===== src/design/lmb_pkg.sv =====
// ----------------------------------------------------------------------------
// lmb_pkg
// Shared widths, register codes, types and step counts for the light moving
// average to brightness block.
// ----------------------------------------------------------------------------
`default_nettype none

package lmb_pkg;

   localparam int RAW_W      = 16;  // sensor count
   localparam int LUX_W      = 15;  // lux sample, max 27306
   localparam int WINDOW     = 16;  // ring depth
   localparam int WIN_BITS   = 4;   // log2 of WINDOW
   localparam int SUM_W      = LUX_W + WIN_BITS;
   localparam int SPAN_W     = 16;  // lux span registers
   localparam int BR_W       = 8;   // brightness
   localparam int CSR_IDX_W  = 8;
   localparam int CSR_DATA_W = 16;

   // lux = floor(floor(count * 5 / 4) / 3), dividend is RAW_W + 1 bits wide
   localparam int LUX_STEPS  = RAW_W + 1;
   localparam int LUX_CNT_W  = 5;

   // map unit: shift-add multiply, then restoring divide
   localparam int MUL_STEPS  = BR_W;
   localparam int PROD_W     = SPAN_W + BR_W;
   localparam int DIV_STEPS  = PROD_W;
   localparam int MAP_STEPS  = MUL_STEPS + DIV_STEPS;
   localparam int MAP_CNT_W  = 5;
   localparam int VAL_W      = PROD_W + 2;

   localparam logic [CSR_IDX_W-1:0] REG_LUX_LO = CSR_IDX_W'(0);
   localparam logic [CSR_IDX_W-1:0] REG_LUX_HI = CSR_IDX_W'(1);
   localparam logic [CSR_IDX_W-1:0] REG_BR_LO  = CSR_IDX_W'(2);
   localparam logic [CSR_IDX_W-1:0] REG_BR_HI  = CSR_IDX_W'(3);

   localparam logic [SPAN_W-1:0] LUX_LO_RST = SPAN_W'(0);
   localparam logic [SPAN_W-1:0] LUX_HI_RST = SPAN_W'(420);
   localparam logic [BR_W-1:0]   BR_LO_RST  = BR_W'(0);
   localparam logic [BR_W-1:0]   BR_HI_RST  = BR_W'(255);

   typedef enum logic [2:0] {
      ST_IDLE,
      ST_CONV,
      ST_SUM,
      ST_MSTART,
      ST_MAP,
      ST_HOLD
   } state_type;

   typedef struct packed {
      logic [SPAN_W-1:0] lux_lo;
      logic [SPAN_W-1:0] lux_hi;
      logic [BR_W-1:0]   br_lo;
      logic [BR_W-1:0]   br_hi;
   } cfg_type;

   typedef struct packed {
      logic             upd;
      logic             ok;
      logic [LUX_W-1:0] lux;
   } avg_ctl_type;

endpackage

`default_nettype wire


===== src/design/lmb_intf.sv =====
// ----------------------------------------------------------------------------
// lmb channel interfaces
// Valid/ready channels for sensor items, brightness results and register
// writes.
// ----------------------------------------------------------------------------
`default_nettype none

interface lmb_req_if;
   logic                        valid;
   logic                        ready;
   logic [lmb_pkg::RAW_W-1:0]   raw_count;
   logic                        read_ok;

   modport source (output valid, output raw_count, output read_ok, input ready);
   modport sink   (input valid, input raw_count, input read_ok, output ready);
endinterface

interface lmb_rsp_if;
   logic                        valid;
   logic                        ready;
   logic [lmb_pkg::BR_W-1:0]    brightness;

   modport source (output valid, output brightness, input ready);
   modport sink   (input valid, input brightness, output ready);
endinterface

interface lmb_csr_if;
   logic                           valid;
   logic                           ready;
   logic [lmb_pkg::CSR_IDX_W-1:0]  index;
   logic [lmb_pkg::CSR_DATA_W-1:0] data;

   modport source (output valid, output index, output data, input ready);
   modport sink   (input valid, input index, input data, output ready);
endinterface

`default_nettype wire


===== src/design/lmb_lux_conv.sv =====
// ----------------------------------------------------------------------------
// lmb_lux_conv
// Count to lux: scale by 5/4, then a bit-serial divide by three.
// ----------------------------------------------------------------------------
`default_nettype none

module lmb_lux_conv (
   input  wire logic                        clock,
   input  wire logic                        reset,
   input  wire logic                        start,
   input  wire logic [lmb_pkg::RAW_W-1:0]   raw_count,
   output logic                             done,
   output logic [lmb_pkg::LUX_W-1:0]        lux
);

   localparam int DVD_W = lmb_pkg::RAW_W + 1;

   logic [lmb_pkg::RAW_W+2:0]      scaled;
   logic [DVD_W-1:0]               dvd_ff, dvd_in;
   logic [1:0]                     rem_ff, rem_in;
   logic [2:0]                     trial;
   logic                           qbit;
   logic [lmb_pkg::LUX_CNT_W-1:0]  cnt_ff, cnt_in;
   logic                           busy_ff, busy_in;
   logic                           done_ff, done_in;

   assign scaled = {raw_count, 2'b00} + {2'b00, raw_count};
   assign trial  = {rem_ff, dvd_ff[DVD_W-1]};
   assign qbit   = (trial >= 3'd3);

   always_comb begin
      dvd_in  = dvd_ff;
      rem_in  = rem_ff;
      cnt_in  = cnt_ff;
      busy_in = busy_ff;
      done_in = 1'b0;
      if (start) begin
         // drop the two low bits: floor(x / 12) = floor(floor(x / 4) / 3)
         dvd_in  = scaled[lmb_pkg::RAW_W+2:2];
         rem_in  = 2'b00;
         cnt_in  = '0;
         busy_in = 1'b1;
      end else if (busy_ff) begin
         rem_in = qbit ? 2'(trial - 3'd3) : trial[1:0];
         dvd_in = {dvd_ff[DVD_W-2:0], qbit};
         cnt_in = cnt_ff + 1'b1;
         if (cnt_ff == lmb_pkg::LUX_CNT_W'(lmb_pkg::LUX_STEPS - 1)) begin
            busy_in = 1'b0;
            done_in = 1'b1;
         end
      end
   end

   always_ff @(posedge clock) begin
      if (reset) begin
         busy_ff <= 1'b0;
         done_ff <= 1'b0;
         cnt_ff  <= '0;
      end else begin
         busy_ff <= busy_in;
         done_ff <= done_in;
         cnt_ff  <= cnt_in;
      end
      dvd_ff <= dvd_in;
      rem_ff <= rem_in;
   end

   assign done = done_ff;
   assign lux  = dvd_ff[lmb_pkg::LUX_W-1:0];

endmodule

`default_nettype wire


===== src/design/lmb_avg.sv =====
// ----------------------------------------------------------------------------
// lmb_avg
// Sample ring with running sum; the average is the sum over the window.
// ----------------------------------------------------------------------------
`default_nettype none

module lmb_avg (
   input  wire logic                  clock,
   input  wire logic                  reset,
   input  wire lmb_pkg::avg_ctl_type  ctl,
   output logic [lmb_pkg::LUX_W-1:0]  avg
);

   logic [lmb_pkg::LUX_W-1:0]    ring_ff [lmb_pkg::WINDOW];
   logic [lmb_pkg::WIN_BITS-1:0] ptr_ff, ptr_in;
   logic [lmb_pkg::SUM_W-1:0]    sum_ff, sum_in;
   logic [lmb_pkg::LUX_W-1:0]    old_val;
   logic [lmb_pkg::LUX_W-1:0]    slot_in;

   assign old_val = ring_ff[ptr_ff];
   // failed read: keep the old slot value
   assign slot_in = ctl.ok ? ctl.lux : old_val;

   always_comb begin
      sum_in = sum_ff;
      ptr_in = ptr_ff;
      if (ctl.upd) begin
         sum_in = sum_ff - {{lmb_pkg::WIN_BITS{1'b0}}, old_val}
                         + {{lmb_pkg::WIN_BITS{1'b0}}, slot_in};
         ptr_in = ptr_ff + 1'b1;
      end
   end

   always_ff @(posedge clock) begin
      if (reset) begin
         for (int i = 0; i < lmb_pkg::WINDOW; i++) begin
            ring_ff[i] <= '0;
         end
         sum_ff <= '0;
         ptr_ff <= '0;
      end else begin
         if (ctl.upd) begin
            ring_ff[ptr_ff] <= slot_in;
         end
         sum_ff <= sum_in;
         ptr_ff <= ptr_in;
      end
   end

   assign avg = sum_ff[lmb_pkg::SUM_W-1:lmb_pkg::WIN_BITS];

endmodule

`default_nettype wire


===== src/design/lmb_map.sv =====
// ----------------------------------------------------------------------------
// lmb_map
// Linear map of the average onto the brightness span with clamp: serial
// shift-add multiply, restoring divide one bit per cycle, then sign and clamp.
// ----------------------------------------------------------------------------
`default_nettype none

module lmb_map (
   input  wire logic                      clock,
   input  wire logic                      reset,
   input  wire logic                      start,
   input  wire lmb_pkg::cfg_type          cfg,
   input  wire logic [lmb_pkg::LUX_W-1:0] avg,
   output logic                           done,
   output logic [lmb_pkg::BR_W-1:0]       brightness
);

   localparam int SW = lmb_pkg::SPAN_W;
   localparam int BW = lmb_pkg::BR_W;
   localparam int PW = lmb_pkg::PROD_W;
   localparam int VW = lmb_pkg::VAL_W;

   logic signed [SW:0]   dx, span;
   logic signed [BW:0]   dy;
   logic [SW:0]          dx_mag, span_mag;
   logic [BW:0]          dy_mag;

   logic [PW-1:0]        mcand_ff, mcand_in;
   logic [BW-1:0]        mplr_ff, mplr_in;
   logic [PW-1:0]        acc_ff, acc_in;
   logic [SW-1:0]        dvs_ff, dvs_in;
   logic [SW-1:0]        rem_ff, rem_in;
   logic                 neg_ff, neg_in;
   logic                 zero_ff, zero_in;
   logic [lmb_pkg::MAP_CNT_W-1:0] cnt_ff, cnt_in;
   logic                 busy_ff, busy_in;
   logic                 done_ff, done_in;

   logic [SW:0]          trial;
   logic                 ge;

   logic signed [VW-1:0] q_mag, q_sgn, v_raw, v_lo, v_clamp, lo_ext, hi_ext;

   assign dx   = $signed({2'b00, avg}) - $signed({1'b0, cfg.lux_lo});
   assign span = $signed({1'b0, cfg.lux_hi}) - $signed({1'b0, cfg.lux_lo});
   assign dy   = $signed({1'b0, cfg.br_hi}) - $signed({1'b0, cfg.br_lo});

   assign dx_mag   = dx[SW]   ? (SW+1)'(-dx)   : dx;
   assign span_mag = span[SW] ? (SW+1)'(-span) : span;
   assign dy_mag   = dy[BW]   ? (BW+1)'(-dy)   : dy;

   assign trial = {rem_ff, acc_ff[PW-1]};
   assign ge    = (trial >= {1'b0, dvs_ff});

   always_comb begin
      mcand_in = mcand_ff;
      mplr_in  = mplr_ff;
      acc_in   = acc_ff;
      dvs_in   = dvs_ff;
      rem_in   = rem_ff;
      neg_in   = neg_ff;
      zero_in  = zero_ff;
      cnt_in   = cnt_ff;
      busy_in  = busy_ff;
      done_in  = 1'b0;
      if (start) begin
         mcand_in = {{(PW-SW){1'b0}}, dx_mag[SW-1:0]};
         mplr_in  = dy_mag[BW-1:0];
         acc_in   = '0;
         dvs_in   = span_mag[SW-1:0];
         rem_in   = '0;
         neg_in   = dx[SW] ^ dy[BW] ^ span[SW];
         zero_in  = (span == '0);
         cnt_in   = '0;
         busy_in  = 1'b1;
      end else if (busy_ff) begin
         if (cnt_ff < lmb_pkg::MAP_CNT_W'(lmb_pkg::MUL_STEPS)) begin
            if (mplr_ff[0]) begin
               acc_in = acc_ff + mcand_ff;
            end
            mcand_in = {mcand_ff[PW-2:0], 1'b0};
            mplr_in  = {1'b0, mplr_ff[BW-1:1]};
         end else begin
            // accumulator turns into the quotient, one bit per step
            rem_in = ge ? SW'(trial - {1'b0, dvs_ff}) : trial[SW-1:0];
            acc_in = {acc_ff[PW-2:0], ge};
         end
         cnt_in = cnt_ff + 1'b1;
         if (cnt_ff == lmb_pkg::MAP_CNT_W'(lmb_pkg::MAP_STEPS - 1)) begin
            busy_in = 1'b0;
            done_in = 1'b1;
         end
      end
   end

   always_ff @(posedge clock) begin
      if (reset) begin
         busy_ff <= 1'b0;
         done_ff <= 1'b0;
         cnt_ff  <= '0;
      end else begin
         busy_ff <= busy_in;
         done_ff <= done_in;
         cnt_ff  <= cnt_in;
      end
      mcand_ff <= mcand_in;
      mplr_ff  <= mplr_in;
      acc_ff   <= acc_in;
      dvs_ff   <= dvs_in;
      rem_ff   <= rem_in;
      neg_ff   <= neg_in;
      zero_ff  <= zero_in;
   end

   // truncate toward zero, offset, then raise to low and lower to high
   assign lo_ext = $signed({{(VW-BW){1'b0}}, cfg.br_lo});
   assign hi_ext = $signed({{(VW-BW){1'b0}}, cfg.br_hi});
   assign q_mag  = $signed({2'b00, acc_ff});
   assign q_sgn  = neg_ff ? -q_mag : q_mag;

   always_comb begin
      v_raw   = zero_ff ? lo_ext : (q_sgn + lo_ext);
      v_lo    = (v_raw < lo_ext) ? lo_ext : v_raw;
      v_clamp = (v_lo > hi_ext) ? hi_ext : v_lo;
   end

   assign done       = done_ff;
   assign brightness = v_clamp[BW-1:0];

endmodule

`default_nettype wire


===== src/design/light_moving_average_to_brightness_top.sv =====
// ----------------------------------------------------------------------------
// light_moving_average_to_brightness_top
// Sensor count to lux, windowed average, linear map and clamp to brightness.
//
//   Channel  Dir  Payload                      Handshake
//   req_ch   in   raw_count[15:0], read_ok     valid/ready
//   rsp_ch   out  brightness[7:0]              valid/ready, registered
//   csr_ch   in   index[7:0], data[15:0]       valid/ready, ready always high
//
// A transaction passes the serial divide by three (17 steps), the ring update,
// the map unit (8 multiply, 24 divide steps) and the output register. The
// next request is taken the cycle after the result moves to the output
// register. A stalled result waits in the output register; the engine parks
// a further result until that register frees.
// Reset clears the ring, sum, pointer and registers to their defaults.
// ----------------------------------------------------------------------------
`default_nettype none

module light_moving_average_to_brightness_top (
   input  wire logic  clock,
   input  wire logic  reset,
   lmb_req_if.sink    req_ch,
   lmb_rsp_if.source  rsp_ch,
   lmb_csr_if.sink    csr_ch
);

   lmb_pkg::state_type   state_ff, state_in;
   lmb_pkg::cfg_type     cfg_ff, cfg_in;
   lmb_pkg::avg_ctl_type avg_ctl;

   logic                        ok_ff, ok_in;
   logic                        rsp_valid_ff, rsp_valid_in;
   logic [lmb_pkg::BR_W-1:0]    rsp_data_ff, rsp_data_in;

   logic                        req_take;
   logic                        conv_start, conv_done;
   logic [lmb_pkg::LUX_W-1:0]   lux;
   logic [lmb_pkg::LUX_W-1:0]   avg;
   logic                        avg_upd;
   logic                        map_start, map_done;
   logic [lmb_pkg::BR_W-1:0]    map_brightness;
   logic                        out_free;
   logic                        load_rsp;
   logic                        req_ready;

   assign out_free = !rsp_valid_ff || rsp_ch.ready;
   assign req_take = req_ch.valid && req_ready;

   lmb_lux_conv u_conv (
      .clock     (clock),
      .reset     (reset),
      .start     (conv_start),
      .raw_count (req_ch.raw_count),
      .done      (conv_done),
      .lux       (lux)
   );

   lmb_avg u_avg (
      .clock (clock),
      .reset (reset),
      .ctl   (avg_ctl),
      .avg   (avg)
   );

   lmb_map u_map (
      .clock      (clock),
      .reset      (reset),
      .start      (map_start),
      .cfg        (cfg_ff),
      .avg        (avg),
      .done       (map_done),
      .brightness (map_brightness)
   );

   // next state
   always_comb begin
      state_in = state_ff;
      unique case (state_ff)
         lmb_pkg::ST_IDLE:   if (req_ch.valid) state_in = lmb_pkg::ST_CONV;
         lmb_pkg::ST_CONV:   if (conv_done) state_in = lmb_pkg::ST_SUM;
         lmb_pkg::ST_SUM:    state_in = lmb_pkg::ST_MSTART;
         lmb_pkg::ST_MSTART: state_in = lmb_pkg::ST_MAP;
         lmb_pkg::ST_MAP: begin
            if (map_done) begin
               state_in = out_free ? lmb_pkg::ST_IDLE : lmb_pkg::ST_HOLD;
            end
         end
         lmb_pkg::ST_HOLD:   if (out_free) state_in = lmb_pkg::ST_IDLE;
         default:            state_in = lmb_pkg::ST_IDLE;
      endcase
   end

   // state outputs
   always_comb begin
      req_ready = 1'b0;
      avg_upd   = 1'b0;
      map_start = 1'b0;
      load_rsp  = 1'b0;
      unique case (state_ff)
         lmb_pkg::ST_IDLE:   req_ready = 1'b1;
         lmb_pkg::ST_CONV:   ;
         lmb_pkg::ST_SUM:    avg_upd   = 1'b1;
         lmb_pkg::ST_MSTART: map_start = 1'b1;
         lmb_pkg::ST_MAP:    load_rsp  = map_done && out_free;
         lmb_pkg::ST_HOLD:   load_rsp  = out_free;
         default:            ;
      endcase
   end

   assign conv_start  = req_take;
   assign avg_ctl.upd = avg_upd;
   assign avg_ctl.ok  = ok_ff;
   assign avg_ctl.lux = lux;
   assign ok_in       = req_take ? req_ch.read_ok : ok_ff;

   always_comb begin
      rsp_valid_in = rsp_valid_ff;
      rsp_data_in  = rsp_data_ff;
      if (load_rsp) begin
         rsp_valid_in = 1'b1;
         rsp_data_in  = map_brightness;
      end else if (rsp_ch.ready) begin
         rsp_valid_in = 1'b0;
      end
   end

   // register writes; unknown index is dropped
   always_comb begin
      cfg_in = cfg_ff;
      if (csr_ch.valid) begin
         unique case (csr_ch.index)
            lmb_pkg::REG_LUX_LO: cfg_in.lux_lo = csr_ch.data;
            lmb_pkg::REG_LUX_HI: cfg_in.lux_hi = csr_ch.data;
            lmb_pkg::REG_BR_LO:  cfg_in.br_lo  = csr_ch.data[lmb_pkg::BR_W-1:0];
            lmb_pkg::REG_BR_HI:  cfg_in.br_hi  = csr_ch.data[lmb_pkg::BR_W-1:0];
            default:             ;
         endcase
      end
   end

   always_ff @(posedge clock) begin
      if (reset) begin
         state_ff      <= lmb_pkg::ST_IDLE;
         rsp_valid_ff  <= 1'b0;
         cfg_ff.lux_lo <= lmb_pkg::LUX_LO_RST;
         cfg_ff.lux_hi <= lmb_pkg::LUX_HI_RST;
         cfg_ff.br_lo  <= lmb_pkg::BR_LO_RST;
         cfg_ff.br_hi  <= lmb_pkg::BR_HI_RST;
      end else begin
         state_ff     <= state_in;
         rsp_valid_ff <= rsp_valid_in;
         cfg_ff       <= cfg_in;
      end
      ok_ff       <= ok_in;
      rsp_data_ff <= rsp_data_in;
   end

   assign req_ch.ready      = req_ready;
   assign csr_ch.ready      = 1'b1;
   assign rsp_ch.valid      = rsp_valid_ff;
   assign rsp_ch.brightness = rsp_data_ff;

`ifndef NO_ASSERTIONS
   a_conv_done_in_conv: assert property (@(posedge clock) disable iff (reset)
      conv_done |-> (state_ff == lmb_pkg::ST_CONV))
      else $error("lux converter finished outside the conversion state");

   a_map_done_in_map: assert property (@(posedge clock) disable iff (reset)
      map_done |-> (state_ff == lmb_pkg::ST_MAP))
      else $error("map unit finished outside the map state");

   a_hold_means_full: assert property (@(posedge clock) disable iff (reset)
      (state_ff == lmb_pkg::ST_HOLD) |-> rsp_valid_ff)
      else $error("result parked while output register is empty");

   a_take_only_idle: assert property (@(posedge clock) disable iff (reset)
      req_take |=> (state_ff == lmb_pkg::ST_CONV))
      else $error("accepted transaction did not start conversion");
`endif

endmodule

`default_nettype wire

===== src/flat_wrapper.sv =====
// flat-port wrapper written by rule: the top's interface ports become plain ports
module light_moving_average_to_brightness_top_flat 
  (clock, reset, req_ch_valid, req_ch_raw_count, req_ch_read_ok, req_ch_ready, rsp_ch_valid, rsp_ch_brightness, rsp_ch_ready, csr_ch_valid, csr_ch_index, csr_ch_data, csr_ch_ready);
  lmb_req_if req_ch_i ();
  lmb_rsp_if rsp_ch_i ();
  lmb_csr_if csr_ch_i ();
  input  wire logic clock;
  input  wire logic reset;
  input wire logic [$bits(req_ch_i.valid)-1:0] req_ch_valid;
  input wire logic [$bits(req_ch_i.raw_count)-1:0] req_ch_raw_count;
  input wire logic [$bits(req_ch_i.read_ok)-1:0] req_ch_read_ok;
  output wire logic [$bits(req_ch_i.ready)-1:0] req_ch_ready;
  output wire logic [$bits(rsp_ch_i.valid)-1:0] rsp_ch_valid;
  output wire logic [$bits(rsp_ch_i.brightness)-1:0] rsp_ch_brightness;
  input wire logic [$bits(rsp_ch_i.ready)-1:0] rsp_ch_ready;
  input wire logic [$bits(csr_ch_i.valid)-1:0] csr_ch_valid;
  input wire logic [$bits(csr_ch_i.index)-1:0] csr_ch_index;
  input wire logic [$bits(csr_ch_i.data)-1:0] csr_ch_data;
  output wire logic [$bits(csr_ch_i.ready)-1:0] csr_ch_ready;
  assign req_ch_i.valid = req_ch_valid;
  assign req_ch_i.raw_count = req_ch_raw_count;
  assign req_ch_i.read_ok = req_ch_read_ok;
  assign req_ch_ready = req_ch_i.ready;
  assign rsp_ch_valid = rsp_ch_i.valid;
  assign rsp_ch_brightness = rsp_ch_i.brightness;
  assign rsp_ch_i.ready = rsp_ch_ready;
  assign csr_ch_i.valid = csr_ch_valid;
  assign csr_ch_i.index = csr_ch_index;
  assign csr_ch_i.data = csr_ch_data;
  assign csr_ch_ready = csr_ch_i.ready;
  light_moving_average_to_brightness_top u_core (.clock(clock), .reset(reset), .req_ch(req_ch_i), .rsp_ch(rsp_ch_i), .csr_ch(csr_ch_i));
endmodule

===== config.mk =====
export PLATFORM = sky130hd
export DESIGN_NAME = light_moving_average_to_brightness_top_flat
export DESIGN_NICKNAME = d
export VERILOG_FILES = /design/src/design/lmb_pkg.sv /design/src/design/lmb_intf.sv /design/src/design/lmb_lux_conv.sv /design/src/design/lmb_avg.sv /design/src/design/lmb_map.sv /design/src/design/light_moving_average_to_brightness_top.sv /design/src/flat_wrapper.sv
export SDC_FILE = /design/constraint.sdc
export NUM_CORES = 1
export LEC_CHECK = 0
export BUFFER_PORTS_ARGS = -buffer_cell sky130_fd_sc_hd__buf_2
export CAP_MARGIN = 20
export CORE_MARGIN = 2
export CORE_UTILIZATION = 60
export DETAILED_ROUTE_END_ITERATION = 12
export PLACE_DENSITY = 0.75
export SLEW_MARGIN = 20
export SYNTH_ARGS = -nofsm -noshare
export SYNTH_HDL_FRONTEND = slang
export SYNTH_SLANG_ARGS = --single-unit

===== constraint.sdc =====
create_clock -name clock -period 20 [get_ports clock]
set_clock_uncertainty 0.2 [all_clocks]
set_input_delay 3 -clock clock [delete_from_list [all_inputs] [get_ports clock]]
set_output_delay 3 -clock clock [all_outputs]
set_load 0.005 [all_outputs]

=== Word-level counts from Yosys, hierarchy flattened ===
Memory sizes are Yosys's and may differ from the RTL's. A register that Yosys moved wholly into a read port is not among the register bits.
Index checks and enable logic that the tools add are counted.

* Bitwise operators: 5
* $lt $le $gt $ge: 5
* $add $sub $neg: 17
* Reductions and logical operators: 25
* Equal/unequal tests: 15
* Mux-type cells: 50

{| class="wikitable"
|+ Operator list
! kind !! count
|-
| $mux 16 || 6
|-
| $mux 26 || 3
|-
| $mux 24 || 2
|-
| $mux 8 || 5
|-
| $mux 17 || 2
|-
| $neg 16->16 || 2
|-
| $mux 15 || 2
|-
| $add 26x9->26 || 1
|-
| $gt 26x9->1 || 1
|-
| $lt 26x9->1 || 1
|-
| $neg 24->26 || 1
|-
| $add 24x24->24 || 1
|-
| $add 18x16->19 || 1
|-
| $add 19x15->19 || 1
|-
| $mux 1 || 19
|-
| $sub 19x15->19 || 1
|-
| $pmux 3 s6 || 1
|-
| $ge 17x16->1 || 1
|-
| $logic_not 17->1 || 1
|-
| $sub 15x16->17 || 1
|-
| $sub 16x16->17 || 1
|-
| $eq 8x2->1 const B || 2
|-
| $reduce_and 2->1 || 8
|-
| $sub 16x16->16 || 1
|-
| other kinds (30) || 52
|}

* Bits of input ports: 46
* Memories: 1
* Bits in writable memories: 240
* Output and inout bits: 11
* Bits in registers: 207

{| class="wikitable"
|+ Memories
! memory !! words !! width !! rd ports !! clocked after memory_dff !! wr ports !! RTL line !! RTL
|-
| u_core.u_avg.ring_ff || 16 || 15 || 1 || 1 || 16 || lmb_avg.sv:14 || <nowiki>logic [lmb_pkg::LUX_W-1:0] ring_ff [lmb_pkg::WINDOW];</nowiki>
|}

=== Longest topological paths before layout ===
* Depth in word-level cells: 8
* Depth in mapped cells: 34

=== Hierarchy ===
From an unflattened synthesis, not the netlist that was laid out.

* Cell total of the unflattened synthesis: 2707
* Area total of the unflattened synthesis: 28026.9 um^2

{| class="wikitable"
|+ Modules (own cells, without submodules)
! module !! cells an instance !! area an instance (um^2) !! times used !! seq. area each (um^2)
|-
| lmb_avg || 945 || 13020.0 || 1 || 7747.4
|-
| lmb_map || 1325 || 10495.1 || 1 || 2362.3
|-
| light_moving_average_to_brightness_top || 226 || 2502.4 || 1 || 1311.3
|-
| lmb_lux_conv || 211 || 2009.4 || 1 || 690.7
|}

=== Least setup slack after synthesis ===
OpenSTA, ideal clock, no wires.

* Path type: register to register
* Start point: register u_core.u_map.neg_ff
* End point: register u_core.rsp_data_ff (netlist bit u_core.rsp_ch.brightness[6]), data pin
* Slack: 12.221 ns
* Period minus slack after synthesis: 7.779 ns
* Stages on the path, launching flop included: 32
* Arrival: 7.319 ns
* Path through: edfxtp_1 clkbuf_1 clkbuf_1 clkbuf_1 o21ai_0 xnor2_1 ha_1 nand2_1 o31ai_1 a21oi_1 nand4b_2 or3_4 a2111o_1 o221a_4 nor4_1 nor2_1 a2111oi_0 ha_1 or2_2 clkbuf_1 o21ai_0 ha_1 nor2b_1 o21a_1 o21a_1 o21a_1 o21a_1 o21a_1 o21a_1 o22ai_1 a21oi_4 mux2_4

* Longest elaborated chain between the ends: 7

{| class="wikitable"
|+ RTL lines
! item !! RTL line !! RTL
|-
| start: declaration || lmb_map.sv:33 || <nowiki>logic neg_ff, neg_in;</nowiki>
|-
| start signal: assignment || lmb_map.sv:111 || <nowiki>neg_ff <= neg_in;</nowiki>
|-
| $mux 26 (*) || lmb_map.sv:119 || <nowiki>assign q_sgn = neg_ff ? -q_mag : q_mag;</nowiki>
|-
| $add 26x9->26 (*) || lmb_map.sv:122 || <nowiki>v_raw = zero_ff ? lo_ext : (q_sgn + lo_ext);</nowiki>
|-
| $mux 26 (*) || lmb_map.sv:122 ||
|-
| $lt 26x9->1 || lmb_map.sv:123 || <nowiki>v_lo = (v_raw < lo_ext) ? lo_ext : v_raw;</nowiki>
|-
| $mux 26 (*) || lmb_map.sv:123 ||
|-
| $gt 26x9->1 || lmb_map.sv:124 || <nowiki>v_clamp = (v_lo > hi_ext) ? hi_ext : v_lo;</nowiki>
|-
| $mux 8 (*) || lmb_map.sv:124 ||
|-
| net u_core.map_brightness, one bit || light_moving_average_to_brightness_top.sv:41 || <nowiki>logic [lmb_pkg::BR_W-1:0] map_brightness;</nowiki>
|-
| end signal: assignment || light_moving_average_to_brightness_top.sv:155 || <nowiki>rsp_data_ff <= rsp_data_in;</nowiki>
|-
| end: declaration || light_moving_average_to_brightness_top.sv:33 || <nowiki>logic [lmb_pkg::BR_W-1:0] rsp_data_ff, rsp_data_in;</nowiki>
|}

The timed path passes the listed nets; every way through them passes the cells marked *.
A chain may end at the register's enable or synchronous reset.

=== Worst setup path after layout ===
* Start point: register u_core.u_map.acc_ff[0]
* End point: register u_core.rsp_data_ff (netlist bit u_core.rsp_ch.brightness[4]), data pin

* Longest elaborated chain between the ends: 8

{| class="wikitable"
|+ RTL lines
! item !! RTL line !! RTL
|-
| start: declaration || lmb_map.sv:30 || <nowiki>logic [PW-1:0] acc_ff, acc_in;</nowiki>
|-
| start signal: assignment || lmb_map.sv:108 || <nowiki>acc_ff <= acc_in;</nowiki>
|-
| $neg 24->26 || lmb_map.sv:119 ||
|-
| $mux 26 (*) || lmb_map.sv:119 ||
|-
| $add 26x9->26 (*) || lmb_map.sv:122 ||
|-
| $mux 26 (*) || lmb_map.sv:122 ||
|-
| $lt 26x9->1 || lmb_map.sv:123 ||
|-
| $mux 26 (*) || lmb_map.sv:123 ||
|-
| $gt 26x9->1 || lmb_map.sv:124 ||
|-
| $mux 8 (*) || lmb_map.sv:124 ||
|-
| net u_core.map_brightness, one bit || light_moving_average_to_brightness_top.sv:41 ||
|}

Marks and branches as above.

==> impl_metrics.py <==
metrics = {
    "outcome": {
        "outcome": "finished, final reports clean",
    },
    "timing": {
        "holdWs_ns": 0.259,
        "slew_headroom": 0.319,
        "fin_tns_setup_ns": 0,
        "fin_crit_sh": 0.413,
        "period_minus_slack_ns": 8.26,
        "maxSlewViolCount": 0,
        "hold_violations": 0,
        "fin_ws_ns": 11.74,
        "worstMarginPinSlew_ns": 1.02,
        "rsz0062_at_grt": "no",
        "max_freq_mhz": 121,
        "final-setup-viol-count": 0,
    },
    "die": {
        "ios": 57,
        "die_h_um": 215,
        "fp.coreArea_um2": 44000,
        "num_rows": 77,
        "dieArea_um2": 46200,
        "initial_core_util": 0.606,
        "die_w_um": 215,
    },
    "cts": {
        "root_buffer": "clkbuf_16",
        "post_cts_buffers": 0,
        "cts_sinks": 451,
        "ctsResizeCount": 0,
        "cts_hold_buffers": 0,
        "cts_made_buffers": 47,
        "cts.path.max_buffers": 3,
        "cts_tree": "yes",
        "cts_max_level": 2,
        "insertion_delay_ns": 0.59,
        "clkTransAtPathRegs_ns": 0.06,
    },
    "layout": {
        "drive_gt1_frac": 0.106,
        "antenna-diode-count": 0,
        "layout.nets": 2842,
        "fin_cells": 3257,
        "syn_to_final_growth_pct": 8.91,
        "fin_util": 0.660,
    },
    "grt": {
        "gr-usage-all-layers": 0.286,
        "grt_overflow": 0,
        "use_met1": 0.351,
        "antenna_found_initial": 0,
        "grt_max_degree": 69,
        "grtUsageMet2": 0.508,
        "grt_pass1_wl_um": 105000,
        "grt_util_met3": 0.0355,
        "grt-busiest-layer": "met2",
        "grt_pass1_vias": 19800,
    },
    "synth": {
        "synth-edff-count": 308,
        "ys.flop_type": "edfxtp_1",
        "netlist.area_leader.share": 0.347,
        "syn-num-nets": 2831,
        "synth.cell_area_um2": 26700,
        "async_flop_share": 0,
        "synth_largest_area_cell": "edfxtp_1",
        "synthCells": 2615,
        "yosysSeqAreaShare": 0.454,
        "synth_seq_cells": 451,
        "synth_warnings": 0,
        "postSynthAreaPerCell_um2": 10.2,
        "yosysUniqueCellTypes": 82,
        "ys_top_cells_by_area": "edfxtp_1 35%, dfxtp_1 11%, ha_1 6.9%, mux4_2 6.3%, nor2_1 5.8%",
    },
    "placement": {
        "place_ws_ns": 11.87,
        "placed_cells": 3169,
        "gp_congestion": 0.886,
        "portBuffers": 55,
        "hpwl_um": 46000,
    },
    "setup_path": {
        "max_stage_delay_ns": 0.43,
        "cp_data_required_time_ns": 20.13,
        "r2r-start": "u_core.u_map.acc_ff[0]",
        "r2r-end": "u_core.rsp_ch.brightness[4]",
        "startpoint": "u_core.u_map.acc_ff[0]",
        "setup.worst_path.class": "reg2reg",
        "slowest_stage": "dfxtp_1",
        "cpMostUsedCell": "o21a_1",
        "r2r_slack_ns": 11.74,
        "crit_arrival_ns": 8.39,
        "worst_setup_path_end_kind": "register",
        "r2r_cells": 30,
        "worstPathMaxFanout": 12,
        "endpoint": "u_core.rsp_ch.brightness[4]",
        "startpoint_type": "register",
    },
    "drt": {
        "via_per_inst": 6.08,
        "wl_per_cell_um": 20.1,
        "vias": 19800,
        "ant_nets": 0,
        "drtIter0Drc": 1667,
        "drc": 0,
        "dr.pass1.iters": 7,
        "drt-total-wl_um": 65500,
    },
    "min_path": {
        "min_path_type": "reg2reg",
    },
    "pwr": {
        "switching_power_mw": 0.558,
        "peakVddDrop_v": 0.0000764,
        "clkPwrFrac": 0.406,
        "p_leak_nw": 11.5,
        "p_per_area_nw_per_um2": 75.8,
        "power_frac_seq": 0.478,
        "p_int_mw": 1.64,
        "p_sw_frac": 0.253,
        "p_comb_frac": 0.115,
    },
    "job": {
        "maxCapViolations": 0,
    },
}
==> worst max-delay path, delay by kind of cell, from the launching register on <==
kind | cells | cell delay, ns
AO/OA/AOI/OAI | 15 | 3.51
AND/OR/NAND/NOR | 8 | 2.03
adder cells (fa/ha/maj) | 4 | 1.22
flip-flops | 1 | 0.43
multiplexers | 1 | 0.33
XOR/XNOR | 1 | 0.16
buffers and inverters | 1 | 0.11
==> flip-flops by register name, indices dropped and copies added (netlist names), 2 cells and up, named ones only <==
register and cells:
u_core.u_map.cnt_ff 5, u_core.cfg_ff 48, u_core.rsp_ch.brightness 8, u_core.u_conv.rem_ff 2
u_core.state_ff 3, u_core.u_map.rem_ff 16, u_core.u_map.mcand_ff 24, u_core.u_map.mplr_ff 8
u_core.u_avg.ptr_ff 4, u_core.u_conv.cnt_ff 5, u_core.u_avg.sum_ff 19, u_core.u_conv.dvd_ff 17
u_core.u_avg.ring_ff 240, u_core.u_map.dvs_ff 16, u_core.u_map.acc_ff 24
==> metal layers <==
metal,vias to the layer above,share of wire
li1,9448,-
met1,9624,0.40
met2,608,0.51
met3,131,0.049
met5,-,0
met4,0,0.047
==> cells in the final DEF, fill, tap and decap left out, drive strengths merged, types with 8 or more instances in the layout <==
master	synthesis	routed
o31ai	25	25
xnor2	85	85
o211ai	17	17
fa	22	22
nand2b	22	22
nor3b	8	8
nand3	36	36
or3	22	22
inv	151	153
clkinv	0	8
nor2	409	409
buf	16	90
and3	25	25
a21oi	137	137
mux2	9	9
mux2i	85	85
o41ai	8	8
o21a	32	32
nand4	16	16
o31a	10	10
xor2	49	49
o21bai	8	8
ha	148	148
nand2	233	233
nor4	13	13
a31oi	16	16
clkbuf	112	76
nor3	37	37
dfxtp	143	143
a211oi	32	32
mux4	75	75
a21o	30	30
o21ai	127	127
edfxtp	308	308
or2	12	12
a2111oi	10	10
nor2b	36	36
==> cells in the mapped netlist, types with 9 or more instances <==
master,instances
and3_1,25
nand2b_1,22
or3_1,21
or2_2,12
o31ai_1,25
xnor2_1,85
nor2b_1,36
a21oi_1,136
nor4_1,12
dfxtp_1,143
xor2_1,49
o21ai_0,126
nor3_1,37
ha_1,148
mux4_2,75
a31oi_1,16
inv_1,151
a2111oi_0,9
nand4_1,16
buf_1,12
a211oi_1,32
mux2i_1,85
o21a_1,32
fa_1,22
nand2_1,233
nand3_1,36
o211ai_1,17
a21o_1,30
nor2_1,409
edfxtp_1,308
o31a_1,10
clkbuf_1,112
==> kinds of logic after synthesis <==
logic type                 Yosys count  synth area share
xor gates and xnor gates           134            0.0440
adders and majority gates          170            0.0859
DFF                                451             0.454
and+or+nand+nor                    902             0.151
other                                1          0.000141
AOI/OAI and AO/OA                  509             0.125
buffers and inverters              279            0.0401
muxes                              169             0.100
==> worst min-delay path by stage <==
stage,start,cells after the start,slack [ns],end
after CTS,u_core.u_avg.sum_ff[3],2,0.26,u_core.u_avg.sum_ff[3]
final,u_core.u_avg.sum_ff[2],2,0.26,u_core.u_avg.sum_ff[2]
after floorplan,u_core.u_avg.sum_ff[2],2,0.23,u_core.u_avg.sum_ff[2]
after global routing,u_core.u_avg.sum_ff[2],2,0.28,u_core.u_avg.sum_ff[2]
after global placement,u_core.u_avg.sum_ff[2],2,0.24,u_core.u_avg.sum_ff[2]
after detailed placement,u_core.u_avg.sum_ff[3],2,0.25,u_core.u_avg.sum_ff[3]
==> per-stage QoR <==
stage,instance area (um^2),power (mW)
floorplan,26700,1.25
CTS,29000,2.21
finish,29100,2.20
global placement,27500,1.31
global route,29100,2.27
detailed placement,27500,1.32
==> power groups by stage <==
stage | combinational (mW) | sequential, mW | clock, mW
CTS | 0.252 | 1.05 | 0.902
floorplan | 0.191 | 1.06 | 0
global route | 0.281 | 1.06 | 0.935
global placement | 0.241 | 1.07 | 0
finish | 0.254 | 1.05 | 0.895
detailed placement | 0.249 | 1.07 | 0
==> area by class of cell <==
| class | instances | area, um^2 |
|---|---|---|
| Inverter | 151 | 567 |
| Tap cell | 592 | 741 |
| Clock inverter | 12 | 151 |
| Timing Repair Buffer | 90 | 542 |
| Clock buffer | 76 | 1430 |
| Fill cell | 3419 | 15000 |
| Sequential cell | 451 | 12100 |
| Multi-Input combinational cell | 1885 | 13500 |
Power figures use the tool's default switching activity.
